### src/hw/rtl/gwb_pkg.sv
// ----------------------------------------------------------------------------
// gwb_pkg: shared types and constants of the greedy word wrap line breaker
// item formats, character codes, classes and default settings
// ----------------------------------------------------------------------------
package gwb_pkg;

    // character codes with a meaning of their own
    localparam logic [7:0] CHAR_TAB     = 8'd9;
    localparam logic [7:0] CHAR_NEWLINE = 8'd10;
    localparam logic [7:0] CHAR_SPACE   = 8'd32;
    localparam logic [7:0] CHAR_HYPHEN  = 8'd45;

    // defaults
    localparam logic [11:0] RESET_MAX_LINE_WIDTH = 12'd640;
    localparam int          DEF_MAX_LINE_CHARS   = 1023;
    localparam int          DEF_TAB_EXTRA        = 20;
    localparam int          CMD_QUEUE_DEPTH      = 4;
    localparam int          RES_QUEUE_DEPTH      = 4;

    // input item
    typedef struct packed {
        logic [7:0] char_code;
        logic [7:0] glyph_px;
        logic [7:0] glyph_advance;
        logic       glyph_found;
        logic       last_char;
    } t_char_item;

    // result item
    typedef struct packed {
        logic [9:0]  line_chars;
        logic [11:0] line_px;
        logic        string_done;
        logic        wrap_error;
        logic        last_of_run;
    } t_line_result;

    // character class seen by the engine
    typedef enum logic [1:0] {
        CC_OTHER,
        CC_SPACE,
        CC_HYPHEN,
        CC_NEWLINE
    } t_char_class;

    // classified item between front and engine
    typedef struct packed {
        t_char_class cls;
        logic        found;
        logic        last;
        logic [8:0]  dx;
        logic [8:0]  test_w;
    } t_cmd;

    // state of the open line
    typedef struct packed {
        logic [11:0] run_w;
        logic [9:0]  run_c;
        logic [11:0] brk_w;
        logic [9:0]  brk_c;
        logic [11:0] tail_w;
        logic [9:0]  tail_c;
        logic        brk_seen;
    } t_line_state;

endpackage

### src/hw/rtl/gwb_fifo.sv
// ----------------------------------------------------------------------------
// gwb_fifo: small register queue
// takes up to two items per cycle, hands out one per cycle
// ----------------------------------------------------------------------------
module gwb_fifo #(
    parameter int W     = 8,
    parameter int DEPTH = 4
) (
    input  logic         i_clk,
    input  logic         i_rst_n,
    input  logic [1:0]   i_wr_cnt,
    input  logic [W-1:0] i_wr_data0,
    input  logic [W-1:0] i_wr_data1,
    input  logic         i_rd_en,
    output logic [W-1:0] o_rd_data,
    output logic         o_empty,
    output logic         o_full,
    output logic [$clog2(DEPTH+1)-1:0] o_free
);
    localparam int AW = $clog2(DEPTH);
    localparam int CW = $clog2(DEPTH + 1);

    logic [W-1:0]  r_mem [DEPTH];
    logic [AW-1:0] r_wptr, n_wptr;
    logic [AW-1:0] r_rptr, n_rptr;
    logic [CW-1:0] r_count, n_count;
    logic [AW-1:0] wptr1;

    assign wptr1 = r_wptr + AW'(1);

    // pointer and fill bookkeeping
    always_comb begin
        n_wptr  = r_wptr + AW'(i_wr_cnt);
        n_rptr  = r_rptr + AW'(i_rd_en);
        n_count = r_count + CW'(i_wr_cnt) - CW'(i_rd_en);
    end

    always_ff @(posedge i_clk) begin
        if (!i_rst_n) begin
            r_wptr  <= '0;
            r_rptr  <= '0;
            r_count <= '0;
        end else begin
            r_wptr  <= n_wptr;
            r_rptr  <= n_rptr;
            r_count <= n_count;
        end
    end

    // storage
    always_ff @(posedge i_clk) begin
        if (i_wr_cnt != 2'd0) begin
            r_mem[r_wptr] <= i_wr_data0;
        end
        if (i_wr_cnt == 2'd2) begin
            r_mem[wptr1] <= i_wr_data1;
        end
    end

    assign o_rd_data = r_mem[r_rptr];
    assign o_empty   = (r_count == '0);
    assign o_full    = (r_count == CW'(DEPTH));
    assign o_free    = CW'(DEPTH) - r_count;

endmodule

### src/hw/rtl/gwb_front.sv
// ----------------------------------------------------------------------------
// gwb_front: character classifier
// sorts each item into its break class and works out its advance
// ----------------------------------------------------------------------------
module gwb_front #(
    parameter int TAB_EXTRA = gwb_pkg::DEF_TAB_EXTRA
) (
    input  gwb_pkg::t_char_item i_item,
    output gwb_pkg::t_cmd       o_cmd
);
    import gwb_pkg::*;

    logic [8:0] dx;

    // advance with the tab extra
    assign dx = {1'b0, i_item.glyph_advance} +
                ((i_item.char_code == CHAR_TAB) ? 9'(TAB_EXTRA) : 9'd0);

    // class of the character, and the width tested against the limit
    always_comb begin
        o_cmd.dx     = dx;
        o_cmd.test_w = i_item.last_char ? {1'b0, i_item.glyph_px} : dx;
        o_cmd.found  = i_item.glyph_found;
        o_cmd.last   = i_item.last_char;
        unique case (i_item.char_code)
            CHAR_NEWLINE: o_cmd.cls = CC_NEWLINE;
            CHAR_SPACE:   o_cmd.cls = CC_SPACE;
            CHAR_HYPHEN:  o_cmd.cls = CC_HYPHEN;
            default:      o_cmd.cls = CC_OTHER;
        endcase
    end

endmodule

### src/hw/rtl/gwb_engine.sv
// ----------------------------------------------------------------------------
// gwb_engine: line breaking engine
// runs the greedy fit on one classified item a cycle while the result queue has room, emits up to two lines
// ----------------------------------------------------------------------------
module gwb_engine #(
    parameter int MAX_LINE_CHARS = gwb_pkg::DEF_MAX_LINE_CHARS
) (
    input  logic                 i_clk,
    input  logic                 i_rst_n,
    input  logic [11:0]          i_max_width,
    input  gwb_pkg::t_cmd        i_cmd,
    input  logic                 i_cmd_valid,
    output logic                 o_cmd_pop,
    input  logic                 i_room,
    output logic [1:0]           o_res_cnt,
    output gwb_pkg::t_line_result o_res0,
    output gwb_pkg::t_line_result o_res1
);
    import gwb_pkg::*;

    localparam logic [9:0] CHAR_CAP =
        (MAX_LINE_CHARS < 1023) ? 10'(MAX_LINE_CHARS) : 10'd1023;

    t_line_state r_line, n_line;
    logic        r_skip, n_skip;

    t_line_state wrapped, fit_cur, fit_wr;
    logic [12:0] sum_cur, sum_wr;
    logic        ov0, ov1, fire;
    t_line_result res0, res1;
    logic [1:0]  cnt;

    function automatic logic [11:0] sat12(logic [12:0] v);
        return v[12] ? 12'hFFF : v[11:0];
    endfunction

    function automatic logic [9:0] inc_chars(logic [9:0] c);
        return (c < CHAR_CAP) ? c + 10'd1 : CHAR_CAP;
    endfunction

    function automatic t_line_result mk_res(logic [9:0] c, logic [11:0] w,
                                            logic done, logic err);
        t_line_result r;
        r.line_chars  = c;
        r.line_px     = w;
        r.string_done = done;
        r.wrap_error  = err;
        r.last_of_run = 1'b0;
        return r;
    endfunction

    // line state after a character that fits
    function automatic t_line_state fit_char(t_line_state b, t_cmd c);
        t_line_state f;
        logic [12:0] s;
        logic [12:0] ts;
        f     = b;
        s     = {1'b0, b.run_w} + {4'd0, c.dx};
        ts    = {1'b0, b.tail_w} + {4'd0, c.dx};
        f.run_w = sat12(s);
        f.run_c = inc_chars(b.run_c);
        unique case (c.cls)
            CC_SPACE: begin
                f.brk_w    = b.run_w;
                f.brk_c    = b.run_c;
                f.brk_seen = 1'b1;
                f.tail_w   = '0;
                f.tail_c   = '0;
            end
            CC_HYPHEN: begin
                f.brk_w    = sat12(s);
                f.brk_c    = b.run_c;
                f.brk_seen = 1'b1;
                f.tail_w   = '0;
                f.tail_c   = '0;
            end
            default: begin
                f.tail_w = sat12(ts);
                f.tail_c = inc_chars(b.tail_c);
            end
        endcase
        return f;
    endfunction

    assign fire      = i_cmd_valid && i_room;
    assign o_cmd_pop = fire;

    // line after a wrap at the last candidate
    always_comb begin
        wrapped        = '0;
        wrapped.run_w  = r_line.tail_w;
        wrapped.run_c  = r_line.tail_c;
    end

    // overflow tests for the open line and for the wrapped line
    assign sum_cur = {1'b0, r_line.run_w} + {4'd0, i_cmd.test_w};
    assign sum_wr  = {1'b0, r_line.tail_w} + {4'd0, i_cmd.test_w};
    assign ov0     = sum_cur > {1'b0, i_max_width};
    assign ov1     = sum_wr > {1'b0, i_max_width};

    assign fit_cur = fit_char(r_line, i_cmd);
    assign fit_wr  = fit_char(wrapped, i_cmd);

    // decision per item
    always_comb begin
        n_line = r_line;
        n_skip = r_skip;
        res0   = '0;
        res1   = '0;
        cnt    = 2'd0;
        if (fire) begin
            if (r_skip) begin
                if (i_cmd.last) begin
                    n_skip = 1'b0;
                end
            end else if (i_cmd.cls == CC_NEWLINE) begin
                res0   = mk_res(r_line.run_c, r_line.run_w, 1'b0, 1'b0);
                res1   = mk_res('0, '0, 1'b1, 1'b0);
                n_line = '0;
                cnt    = i_cmd.last ? 2'd2 : 2'd1;
            end else if (!i_cmd.found) begin
                res0   = mk_res('0, '0, i_cmd.last, 1'b1);
                n_line = '0;
                n_skip = !i_cmd.last;
                cnt    = 2'd1;
            end else if (ov0 && i_cmd.cls == CC_SPACE) begin
                res0   = mk_res(r_line.run_c, r_line.run_w, 1'b0, 1'b0);
                res1   = mk_res('0, '0, 1'b1, 1'b0);
                n_line = '0;
                cnt    = i_cmd.last ? 2'd2 : 2'd1;
            end else if (ov0 && r_line.brk_seen) begin
                res0 = mk_res(r_line.brk_c, r_line.brk_w, 1'b0, 1'b0);
                if (ov1) begin
                    res1   = mk_res('0, '0, i_cmd.last, 1'b1);
                    n_line = '0;
                    n_skip = !i_cmd.last;
                    cnt    = 2'd2;
                end else if (i_cmd.last) begin
                    res1   = mk_res(fit_wr.run_c, fit_wr.run_w, 1'b1, 1'b0);
                    n_line = '0;
                    cnt    = 2'd2;
                end else begin
                    n_line = fit_wr;
                    cnt    = 2'd1;
                end
            end else if (ov0) begin
                res0   = mk_res('0, '0, i_cmd.last, 1'b1);
                n_line = '0;
                n_skip = !i_cmd.last;
                cnt    = 2'd1;
            end else if (i_cmd.last) begin
                res0   = mk_res(fit_cur.run_c, fit_cur.run_w, 1'b1, 1'b0);
                n_line = '0;
                cnt    = 2'd1;
            end else begin
                n_line = fit_cur;
            end
        end
    end

    // mark the final line of each item
    always_comb begin
        o_res0 = res0;
        o_res1 = res1;
        o_res0.last_of_run = (cnt == 2'd1);
        o_res1.last_of_run = (cnt == 2'd2);
        o_res_cnt = cnt;
    end

    always_ff @(posedge i_clk) begin
        if (!i_rst_n) begin
            r_line <= '0;
            r_skip <= 1'b0;
        end else begin
            r_line <= n_line;
            r_skip <= n_skip;
        end
    end

endmodule

### src/hw/rtl/greedy_word_wrap_line_breaker.sv
// ----------------------------------------------------------------------------
// greedy_word_wrap_line_breaker: greedy word wrap top level
// a line reaches the result side through the command queue, the engine and the result queue
// throughput: 1 item per cycle; the engine fires when the result queue has
//   room for 2 lines, so the pop rate sets the pace for items that end lines
// reset: line state and error skip cleared, width limit 640, queues empty
// ----------------------------------------------------------------------------
module greedy_word_wrap_line_breaker #(
    parameter int MAX_LINE_CHARS = gwb_pkg::DEF_MAX_LINE_CHARS,
    parameter int TAB_EXTRA      = gwb_pkg::DEF_TAB_EXTRA
) (
    input  logic                  i_clk,
    input  logic                  i_rst_n,
    input  logic                  push,
    output logic                  full,
    input  gwb_pkg::t_char_item   i_char,
    output logic                  empty,
    input  logic                  pop,
    output gwb_pkg::t_line_result o_line,
    input  logic                  i_cfg_we,
    input  logic [11:0]           i_cfg_wdata
);
    import gwb_pkg::*;

    localparam int CMD_W = $bits(t_cmd);
    localparam int RES_W = $bits(t_line_result);
    localparam int RFW   = $clog2(RES_QUEUE_DEPTH + 1);

    logic [11:0]  r_max_width;
    t_cmd         front_cmd, eng_cmd;
    logic [CMD_W-1:0] cmd_rd;
    logic         cmd_empty, cmd_pop;
    logic [RFW-1:0] res_free;
    logic [1:0]   res_cnt;
    t_line_result res0, res1;
    logic [RES_W-1:0] res_rd;
    logic         room;

    // width limit register
    always_ff @(posedge i_clk) begin
        if (!i_rst_n) begin
            r_max_width <= RESET_MAX_LINE_WIDTH;
        end else if (i_cfg_we) begin
            r_max_width <= i_cfg_wdata;
        end
    end

    // front: classify incoming items
    gwb_front #(.TAB_EXTRA(TAB_EXTRA)) u_front (
        .i_item (i_char),
        .o_cmd  (front_cmd)
    );

    // queue between front and engine
    gwb_fifo #(.W(CMD_W), .DEPTH(CMD_QUEUE_DEPTH)) u_cmd_q (
        .i_clk      (i_clk),
        .i_rst_n    (i_rst_n),
        .i_wr_cnt   ({1'b0, push && !full}),
        .i_wr_data0 (front_cmd),
        .i_wr_data1 (front_cmd),
        .i_rd_en    (cmd_pop),
        .o_rd_data  (cmd_rd),
        .o_empty    (cmd_empty),
        .o_full     (full),
        .o_free     ()
    );

    assign eng_cmd = t_cmd'(cmd_rd);
    assign room    = (res_free >= RFW'(2));

    // engine: greedy fit
    gwb_engine #(.MAX_LINE_CHARS(MAX_LINE_CHARS)) u_engine (
        .i_clk            (i_clk),
        .i_rst_n          (i_rst_n),
        .i_max_width      (r_max_width),
        .i_cmd            (eng_cmd),
        .i_cmd_valid      (!cmd_empty),
        .o_cmd_pop        (cmd_pop),
        .i_room           (room),
        .o_res_cnt        (res_cnt),
        .o_res0           (res0),
        .o_res1           (res1)
    );

    // result queue
    gwb_fifo #(.W(RES_W), .DEPTH(RES_QUEUE_DEPTH)) u_res_q (
        .i_clk      (i_clk),
        .i_rst_n    (i_rst_n),
        .i_wr_cnt   (res_cnt),
        .i_wr_data0 (res0),
        .i_wr_data1 (res1),
        .i_rd_en    (pop && !empty),
        .o_rd_data  (res_rd),
        .o_empty    (empty),
        .o_full     (),
        .o_free     (res_free)
    );

    assign o_line = t_line_result'(res_rd);

endmodule

### config.mk
export PLATFORM = sky130hd
export DESIGN_NAME = greedy_word_wrap_line_breaker
export DESIGN_NICKNAME = d
export VERILOG_FILES = /design/src/hw/rtl/gwb_pkg.sv /design/src/hw/rtl/gwb_fifo.sv /design/src/hw/rtl/gwb_front.sv /design/src/hw/rtl/gwb_engine.sv /design/src/hw/rtl/greedy_word_wrap_line_breaker.sv
export SDC_FILE = /design/constraint.sdc
export NUM_CORES = 1
export LEC_CHECK = 0
export BUFFER_PORTS_ARGS = -buffer_cell sky130_fd_sc_hd__buf_2
export CELL_PAD_IN_SITES_DETAIL_PLACEMENT = 0
export CELL_PAD_IN_SITES_GLOBAL_PLACEMENT = 1
export CORE_MARGIN = 4
export CORE_UTILIZATION = 49
export CTS_BUF_LIST = sky130_fd_sc_hd__clkbuf_16
export CTS_CLUSTER_SIZE = 25
export DETAILED_ROUTE_END_ITERATION = 16
export PLACE_DENSITY = 0.84
export SYNTH_ARGS = -nofsm -noshare
export SYNTH_HDL_FRONTEND = slang
export SYNTH_HIERARCHICAL = 1
export SYNTH_SLANG_ARGS = --single-unit
### constraint.sdc
create_clock -name i_clk -period 16.1 [get_ports i_clk]
set_input_delay 0.805 -clock i_clk [delete_from_list [all_inputs] [get_ports i_clk]]
set_output_delay 0.805 -clock i_clk [all_outputs]
set_load 0.05 [all_outputs]
# Word level (Yosys, flattened, before mapping)
# Memory sizes are Yosys's and may differ from the RTL's. A register that Yosys moved wholly into a read port is not among the register bits.
# Cells that the tools add are included.
# word_totals
elab_cells	131
inputBits	43
out_inout_bits	27
ramBits	188
n_memories	2
regBits	94
# classes
magnitude_cmp	5
bitwise_logic	1
mux	63
n_reduce_logical	16
eq_ne	12
n_addsub	17
# memory_table
memory	words	width	read_ports	rd_clocked_by_memory_dff	wr	line	source
u_res_q.r_mem	4	25	1	1	2	gwb_fifo.sv:23	logic [W-1:0] r_mem [DEPTH];
u_cmd_q.r_mem	4	22	1	1	1	gwb_fifo.sv:23	
# op_table
cell	n
$mux 67	8
$mux 25	16
$pmux 22 s2	2
$add 12x9->13	4
$gt 13x12->1	2
$mux 12	2
$mux 2	11
$mux 22	1
$add 10x1->10 const B	2
$lt 10x10->1 const B	2
$mux 10	2
$mux 19	1
$mux 1	17
$eq 8x4->1 const B	2
$eq 8x6->1 const B	2
$add 8x9->9	1
$mux 9	1
$ne 8x8->1 const B	1
$ne 7x7->1 const B	1
$add 2x1->2	3
$eq 2x2->1 const B	3
$logic_not 3->1	2
$pmux 2 s3	1
$reduce_and 3->1	2
16 further kinds	25

# Depth between registers and ports, before layout
# Gate-level depths: netlist of the first run.
# logic_depth
word_depth	12
ltp_mapped	26

# Cells and area by module
# Netlist of the first run, hierarchy kept.
# modules_own_cells
module	area_per_inst_um2	seq_area_each_um2	cells_each	instances
gwb_engine	6827.8	1361.3	925	1
gwb_fifo (u_res_q)	5338.9	3143.0	290	1
gwb_fifo (u_cmd_q)	4745.8	2782.7	258	1
greedy_word_wrap_line_breaker	471.7	240.2	43	1
gwb_front	391.6	0.0	48	1

# Least setup slack after synthesis of the first run
# OpenSTA, ideal clock, no wires.
# synth_timing
kind	register to register
start	reg u_cmd_q/r_rptr[0] (netlist name)
end	mem u_res_q/r_mem[0][0] (netlist bit), enable pin
n_path_buf	2
t_arrival_ns	7.250
setup_time_ns	0.446
stages_incl_launch_ff	23
slack_ns	8.405
synth_period_minus_slack_ns	7.695
path_cell_list	dfxtp_1 > buf_2 > mux4_2 > ha_1 > a21o_1 > a21oi_1 > nor2b_1 > o21a_1 > o41ai_1 > o21a_1 > nor2_1 > xor2_1 > ha_1 > a21oi_1 > nand2_1 > or4_1 > a21oi_1 > inv_1 > a32o_1 > a221oi_1 > buf_2 > nor2_1 > o31ai_1
# synth_rtl
item	line
to (decl)	gwb_fifo.sv:23

==> run metrics, run 1 <==
actual slew at the worst max-slew pin 4.82 ns; area of the multi-input gates 9550 um^2; sw frac 0.425; drt wl/cell 21.8 um; Die Area 39,300 um^2; H-tree levels 2; most common cell after layout, fill and taps aside edfxtp_1; CTS Root Cell clkbuf_16; CTS Buffer Depth 3; CTS tree built; failing checks slew limit; Reg clk slew, reported paths approximately 0.060 ns; detail-routed via count per cell 6.02; clock sink count 282; HPWL after DPL a little over 30,000 um; Sequential cell area 7530 um^2; status finished with violations; VDD IR max 0.107 mV; # setup viols final 0; Routed WL 45,200 um; P_int around 2100 uW; Seq pwr share 0.297; total grt overflow 0; Post-CTS Setup Inserts 0; Via Count 12,500; CP Class reg -> reg; Die Wd between 150 and 200 um; diode count 0; combinational share of power 0.497; largest net degree at the start of global routing 53; switching pwr about 1500 uW; RSZ-0062 raised after global routing false; Core Area roughly 36,000 um^2; PostCTS Resize Cnt 0; clk_lat worst skew 0.53 ns; CP startpoint kind register; DRT Pass-1 Iters 5; Placement Rows 69; Rel. slew slack -2.26; DRC Markers 0; GRT Total Usage 0.230; Hold Violations, Final 0; IO Port Bufs 69; Initial Util 0.498; most frequent cells in the layout edfxtp_1 (188), mux2_2 (158), nor2_1 (111), nand2_1 (100), dfxtp_1 (93); count of pins over their slew limit ~70; LEAKAGE 0.00761 uW; Clk network pwr share 0.206; layout cells sized above 1 0.244; final net count around 1,700; Final Instance Area 19,400 um^2; Cell Pwr Density 185 nW/um^2; Fillers a little over 3,000; cell count after synthesis between 1,500 and 2,000; CP required 16.52 ns; Tmin final about 8.0 ns; drt first-iter violations ~710; Die Y-Extent 198 um; Setup TNS Final 0 ns; vias in the first global route 12,800; Hold Path Class reg -> reg; area delta synth->final 9.58%; crit share post-route 0.499; maxcap violations 0; global-route wire length before repair 71,000 um; initial antenna violation count 0; post-route ant nets 0; crit path DAT 8.46 ns; yosys warns 6; placed cell area between 15,000 and 20,000 um^2; Fmax 124 MHz; Max Fanout on Critical Path 15; final clock skew roughly 0.01 ns; io pins 70; Setup crit end kind register; Avg Cell Area, Syn 11.4 um^2; Post-Syn Nets 1,693; synthesized area about 18,000 um^2; TritonCTS Buffers 34; GP Congestion roughly 0.88; # hold bufs at CTS 0
state kept, by name, summed over array words and instances, names as in the netlist:
register	flops
r_max_width	12
u_cmd_q/r_count	3
u_cmd_q/r_mem	88
u_cmd_q/r_rptr	2
u_cmd_q/r_wptr	2
u_engine/r_line	67
u_engine/r_skip	1
u_res_q/r_count	3
u_res_q/r_mem	100
u_res_q/r_rptr	2
u_res_q/r_wptr	2
layer usage:
| metal | global-route usage | part of all wire |
|---|---|---|
| met1 | 0.296 | 0.42 |
| met2 | 0.392 | 0.49 |
| met3 | 0.0374 | 0.055 |
| met4 | 0.0862 | 0.034 |
| met5 | 0 | 0 |
layout make-up:
class,count,area share
sequential,282,0.387
inverter,57,0.0110
timing repair buffer,91,0.0263
clock buffer,35,0.0450
multi-input combinational,1125,0.491
clock inverter,24,0.00991
tap,461,0.0297
through the flow:
stage               cells  total power, uW  setup slack [ns]   util  hold slack (ns)
floorplan            1560             2380              8.40      -            0.427
global placement     2016             2800              8.21  0.515            0.437
finish               2075             3590              8.06  0.545            0.452
global route         2075             3820              7.49  0.545            0.458
CTS                  2075             3590              8.05  0.545            0.451
detailed placement   2016             2840              8.07  0.515            0.443
worst max-delay path, cell delays in order (launching register included):
cell	delay [ns]
dfxtp_1	0.66
buf_4	0.40
mux4_2	0.59
ha_1	0.32
a21o_1	0.18
a21oi_1	0.21
nor2b_1	0.08
o21a_1	0.18
o41ai_1	0.51
o21a_1	0.27
nor2_1	0.06
xor2_1	0.14
ha_1	0.32
a21oi_1	0.18
nand2_1	0.07
or4_1	0.51
a21oi_1	0.60
inv_1	0.15
a32o_1	0.28
a221oi_2	0.93
ha_1	0.28
inv_1	0.06
fa_1	0.44
xnor3_1	0.33
and2_1	0.15
worst paths after layout:
check	startpoint	end	slack, ns	cells past startpoint
min	u_engine/r_line[39]	u_engine/r_line[39]	0.45	2
max	u_cmd_q/r_rptr[0]	u_res_q/r_count[2]	8.06	24
min reg2reg	u_engine/r_line[39]	u_engine/r_line[39]	0.45	2
max reg2reg	u_cmd_q/r_rptr[0]	u_res_q/r_count[2]	8.06	24
power groups by stage:
stage	logic, uW	clock network [uW]	registers (uW)
detailed placement	1760	0	1080
finish	1780	741	1070
floorplan	1350	0	1030
global placement	1720	0	1080
global route	1940	788	1080
CTS	1770	756	1070
Power figures use the tool's default switching activity.
==> inputs of run 2 (changes only) <==
--- a/config.mk
+++ b/config.mk
@@ -5,11 +5,12 @@
 export SDC_FILE = /design/constraint.sdc
 export NUM_CORES = 1
 export LEC_CHECK = 0
+export ABC_AREA = 1
 export BUFFER_PORTS_ARGS = -buffer_cell sky130_fd_sc_hd__buf_2
 export CELL_PAD_IN_SITES_DETAIL_PLACEMENT = 0
 export CELL_PAD_IN_SITES_GLOBAL_PLACEMENT = 1
 export CORE_MARGIN = 4
-export CORE_UTILIZATION = 49
+export CORE_UTILIZATION = 43
 export CTS_BUF_LIST = sky130_fd_sc_hd__clkbuf_16
 export CTS_CLUSTER_SIZE = 25
 export DETAILED_ROUTE_END_ITERATION = 16
==> constraint.sdc (replaced) <==
create_clock -name i_clk -period 6.49 [get_ports i_clk]
set_input_delay 0.3245 -clock i_clk [delete_from_list [all_inputs] [get_ports i_clk]]
set_output_delay 0.3245 -clock i_clk [all_outputs]
set_load 0.05 [all_outputs]
==> run 2 against run 1 <==
  * The flow now finishes without violations
  * Setup slack worse by 7.3 ns
  * Global-route usage is 1.2 points lower
  * Utilization is 6.8 points lower
  * Critical path type unchanged
==> run metrics, run 2 <==
initial antenna violation count 0; CP max stage delay 0.64 ns; total grt overflow 0; drt wl/cell 17.0 um; global-route wire length before repair 89,300 um; VDD IR max 0.330 mV; cell count after synthesis 2,665; Rel. slew slack 0.346; max FFs per register 100; IO Port Bufs 69; slowest cell on the critical path dfxtp_1; vias in the first global route 16,500; area delta synth->final 8.64%; Placement Rows 78; Top reg by flops u_res_q/r_mem; RSZ-0062 raised after global routing false; Fmax 174 MHz; final net count 2,783; critical path's most frequent cell nand2_1; CTS Root Cell clkbuf_16; most frequent cells in the layout nand2_1 (744), inv_1 (313), edfxtp_1 (188), a21oi_1 (183), o21ai_0 (146); Avg Cell Area, Syn approximately 7.5 um^2; io pins 70; yosys warns 6; Die Area slightly above 50,000 um^2; layout cells sized above 1 0.143; Routed WL 55,700 um; most common cell after layout, fill and taps aside nand2_1; GRT Total Usage 0.218; total power roughly 11,000 uW; Die Y-Extent 224 um; crit path DAT between 6 and 7 ns; LEAKAGE between 0.009 and 0.01 uW; Cell Pwr Density 495 nW/um^2; detail-routed via count per cell 5.34; DRT Pass-1 Iters 6; crit share post-route 0.884; status finished, final reports clean; Post-CTS Setup Inserts 0; Hold Path Class in -> reg; Fillers 4,496; largest net degree at the start of global routing 101; actual slew at the worst max-slew pin 0.978 ns; GP Congestion 0.949; count of pins over their slew limit 0; Tmin final 5.74 ns; synthesized area slightly above 20,000 um^2; drt first-iter violations about 1,700; Core Area 45,800 um^2; TritonCTS Buffers 35; CP startpoint kind register; Setup crit end kind register; CTS tree built; DRC Markers 0; Max Fanout on Critical Path 31; Reg clk slew, reported paths 0.06 ns; clock sink count 282; diode count 0; Die Wd 224 um; Initial Util 0.440; final clock skew ~0.022 ns; PostCTS Resize Cnt 0; largest registers u_res_q/r_mem x100, u_cmd_q/r_mem x88, u_engine/r_line x67; CP required 6.90 ns; CTS Buffer Depth 3; H-tree levels 2; CP Class reg -> reg; # setup viols final 0; post-route ant nets 0; Hold WS 0.0580 ns; HPWL after DPL 39,500 um; Via Count 17,500; maxcap violations 0; Hold Violations, Final 0; clk_lat worst skew roughly 0.57 ns
==> run 2: critical path: cells and delay by family (launching register included) <==
family / cells / cell delay [ns]
buffers and inverters: 5 / 1.11
AOI/OAI and AO/OA: 5 / 0.77
and+or+nand+nor: 13 / 2.24
xor gates and xnor gates: 1 / 0.14
adders and majority gates: 2 / 0.68
DFF: 1 / 0.64
==> run 2: final timing paths <==
| kind | start | to | slack [ns] | cells after the start |
|---|---|---|---|---|
| min reg2reg | u_engine/r_line[43] | u_engine/r_line[43] | 0.47 | 2 |
| max | u_cmd_q/r_rptr[1] | u_res_q/r_mem[3][6] | 0.75 | 26 |
| max reg2reg | u_cmd_q/r_rptr[1] | u_res_q/r_mem[3][6] | 0.75 | 26 |
| min | i_cfg_wdata[2] | r_max_width[2] | 0.06 | 5 |
==> run 2: cell type report <==
class / instances / area [um^2] / area share
multi-input cells: 1898 / 10400 / 0.478
flip-flops and latches: 282 / 7530 / 0.344
inverters: 330 / 1240 / 0.0569
clock buffers: 35 / 876 / 0.0401
well taps: 600 / 751 / 0.0343
repair buffers: 103 / 631 / 0.0288
clock inverters: 29 / 387 / 0.0177
==> run 2: power by group <==
part / switching, uW / internal (uW)
Clock: 823 / 1320
Combinational: 4300 / 1670
Sequential: 208 / 2480
==> run 2: routing by layer <==
layer / share of wire / vias to the layer above / global-route usage
met5: 0 / - / 0
li1: - / 8812 / -
met1: 0.45 / 8076 / 0.303
met3: 0.060 / 98 / 0.0301
met2: 0.46 / 527 / 0.353
met4: 0.027 / 0 / 0.0713
==> run 2: metrics by stage <==
stage | utilization | setup slack (ns) | std cells | TNS [ns] | cell area [um^2]
finish | 0.478 | 0.752 | 3277 | 0 | 21900
global route | 0.478 | 0.197 | 3277 | 0 | 21900
CTS | 0.478 | 0.778 | 3277 | 0 | 21900
detailed placement | 0.450 | 0.776 | 3211 | 0 | 20600
global placement | 0.450 | 0.873 | 3211 | 0 | 20600
floorplan | - | -0.173 | 2667 | -17.31 | 20100
==> run 2: timing repair <==
item | CTS | global route
hold endpoints to repair | 2 | 0
endpoints found under the setup margin | 0 | 0
hold buffers | 2 | 0
==> inputs of run 3 (changes only) <==
--- a/config.mk
+++ b/config.mk
@@ -15,6 +15,9 @@
 export CTS_CLUSTER_SIZE = 25
 export DETAILED_ROUTE_END_ITERATION = 16
 export PLACE_DENSITY = 0.84
+export REMOVE_ABC_BUFFERS = 1
+export SETUP_SLACK_MARGIN = 0.05
+export SLEW_MARGIN = 20
 export SYNTH_ARGS = -nofsm -noshare
 export SYNTH_HDL_FRONTEND = slang
 export SYNTH_HIERARCHICAL = 1
==> run 3 against run 2 <==
  * Worst hold slack gained 0.0077 ns
  * Non-clock buffer count down 1
  * First-iteration DRC count fell by 10%
  * Sequential power hardly changed
  * Global-route usage shrank 0.33 points
  * Power is 2.3% lower
  * Die area did not move
  * Critical path type unchanged
  * Clock skew up 0.0012 ns
  * Wire length is 1.3% lower
  * Utilization decreased by 0.39 points
  * Via count hardly changed
==> run metrics, run 3 (synthesis results as in run 2) <==
status finished, final reports clean; final net count 2,782; H-tree levels 2; Die Y-Extent 224 um; max FFs per register 100; CP Launch Point u_cmd_q/r_rptr[0]; Cells on Worst Hold Path 5; vias in the first global route 16,500; actual slew at the worst max-slew pin about 0.9 ns; total grt overflow 0; clk_lat worst skew 0.55 ns; post-route ant nets 0; GP Congestion 0.903; detail-routed via count per cell roughly 5.4; area delta synth->final 7.75%; maxcap violations 0; # setup viols final 0; IO Port Bufs 69; Die Wd 224 um; area of the multi-input gates 10,400 um^2; Worst R2R Start u_cmd_q/r_rptr[0]; drt first-iter violations 1,512; global-route wire length before repair slightly below 90,000 um; Tmin final slightly below 6 ns; Via Count 17,500; LEAKAGE 0.00911 uW; drt wl/cell 16.8 um; most common cell after layout, fill and taps aside nand2_1; Hold WS 0.0657 ns; Hold Path Class in -> reg; final clock skew 0.0232 ns; VDD IR max 0.387 mV; Rel. slew slack 0.398; crit path DAT 6.30 ns; Fillers 4,505; Placement Rows 78; crit share post-route 0.911; Sequential cell area 7530 um^2; r2r endpoint u_res_q/r_mem[3][8]; worst reg-to-reg setup slack 0.58 ns; GRT Total Usage 0.214; Max Fanout on Critical Path 44; Reg clk slew, reported paths about 0.060 ns; CP endpoint u_res_q/r_mem[3][8]; CTS tree built; Fmax approximately 170 MHz; CTS Root Cell clkbuf_16; placed insts 3,210; largest registers u_res_q/r_mem x100, u_cmd_q/r_mem x88, u_engine/r_line x67; initial antenna violation count 1; Die Area between 50,000 and 60,000 um^2; Reg2Reg Depth 27; Final Non-Filler Cells roughly 3,300; CP required 6.88 ns; Hold Violations, Final 0; Initial Util 0.440; CTS Buffer Depth 3; CP startpoint kind register; largest net degree at the start of global routing 101; count of pins over their slew limit 0; Cell Pwr Density 487 nW/um^2; diode count 0; Top reg by flops u_res_q/r_mem; Core Area 45,800 um^2; clock sink count 282; DRC Markers 0; CP Class reg -> reg; Routed WL 55,000 um; DRT Pass-1 Iters 6; TritonCTS Buffers 35; most frequent cells in the layout nand2_1 (744), inv_1 (311), edfxtp_1 (188), a21oi_1 (183), o21ai_0 (146); layout cells sized above 1 0.141; RSZ-0062 raised after global routing false; Setup crit end kind register; io pins 70; HPWL after DPL 38,600 um
## run 3: how the worst min path moves through the flow
stage,from,end,slack [ns]
after floorplan,i_rst_n,r_max_width[7],0.41
final,i_cfg_wdata[6],r_max_width[6],0.07
after global routing,i_cfg_wdata[1],r_max_width[1],0.1
after CTS,i_cfg_wdata[6],r_max_width[6],0.04
after detailed placement,r_max_width[7],r_max_width[7],0.45
after global placement,u_engine/r_line[44],u_engine/r_line[44],0.45
## run 3: cell type report
cell class                      count  area share
Inverter                          330      0.0574
Clock inverter                     27      0.0102
Clock buffer                       35      0.0404
Tap cell                          600      0.0346
Sequential cell                   282       0.347
Multi-Input combinational cell   1898       0.482
Timing Repair Buffer              102      0.0282
## run 3: metal layers
layer / wire length (um) / track usage / part of all wire / vias to the layer above
met1: 24100 / 0.279 / 0.44 / 8163
met3: 2900 / 0.0290 / 0.053 / 82
met2: 26400 / 0.371 / 0.48 / 462
li1: - / - / - / 8821
met4: 1560 / 0.0708 / 0.028 / 0
met5: 0 / 0 / 0 / -
## run 3: where the power goes
group	leakage [uW]	internal, uW	switching [uW]
combinational	0.00603	1680	4280
clock	0.000546	1110	792
sequential	0.00254	2490	217
## run 3: repair_timing
item	4_1_cts	5_1_grt
buffers inserted	0	0
gates resized for setup	0	0
hold buffers	2	0
endpoints found under the hold margin	2	0
## run 3: worst max-delay path, stage by stage (launching register included)
cell      delay [ns]
dfxtp_2         0.75
a21oi_1         0.14
o21ai_0         0.11
nand2_1         0.11
ha_1            0.37
a21oi_1         0.15
nand2_1         0.12
nand2_1         0.09
o211ai_1        0.12
nand2_1         0.09
nand2_1         0.05
a21oi_1         0.21
nor2_1          0.08
xor2_1          0.14
ha_1            0.31
nand2_1         0.09
inv_1           0.04
a221oi_1        0.24
nand2_1         0.10
nand2_2         0.15
nand2_8         0.10
nand2_4         0.34
nand3_4         0.35
inv_2           0.32
nand2_1         0.22
nor3_1          0.48
inv_1           0.25
o21ai_2         0.19
## run 3: per-stage QoR
stage               cell area [um^2]  power (uW)  worst slack, ns   util  TNS (ns)
global route                   21700       11400            0.154  0.474         0
detailed placement             20600        8650            0.715  0.449         0
global placement               20600        8530            0.809  0.449         0
CTS                            21700       10600            0.713  0.474         0
floorplan                      19100        6850            -2.14      -   -258.60
finish                         21700       10600            0.581  0.474         0
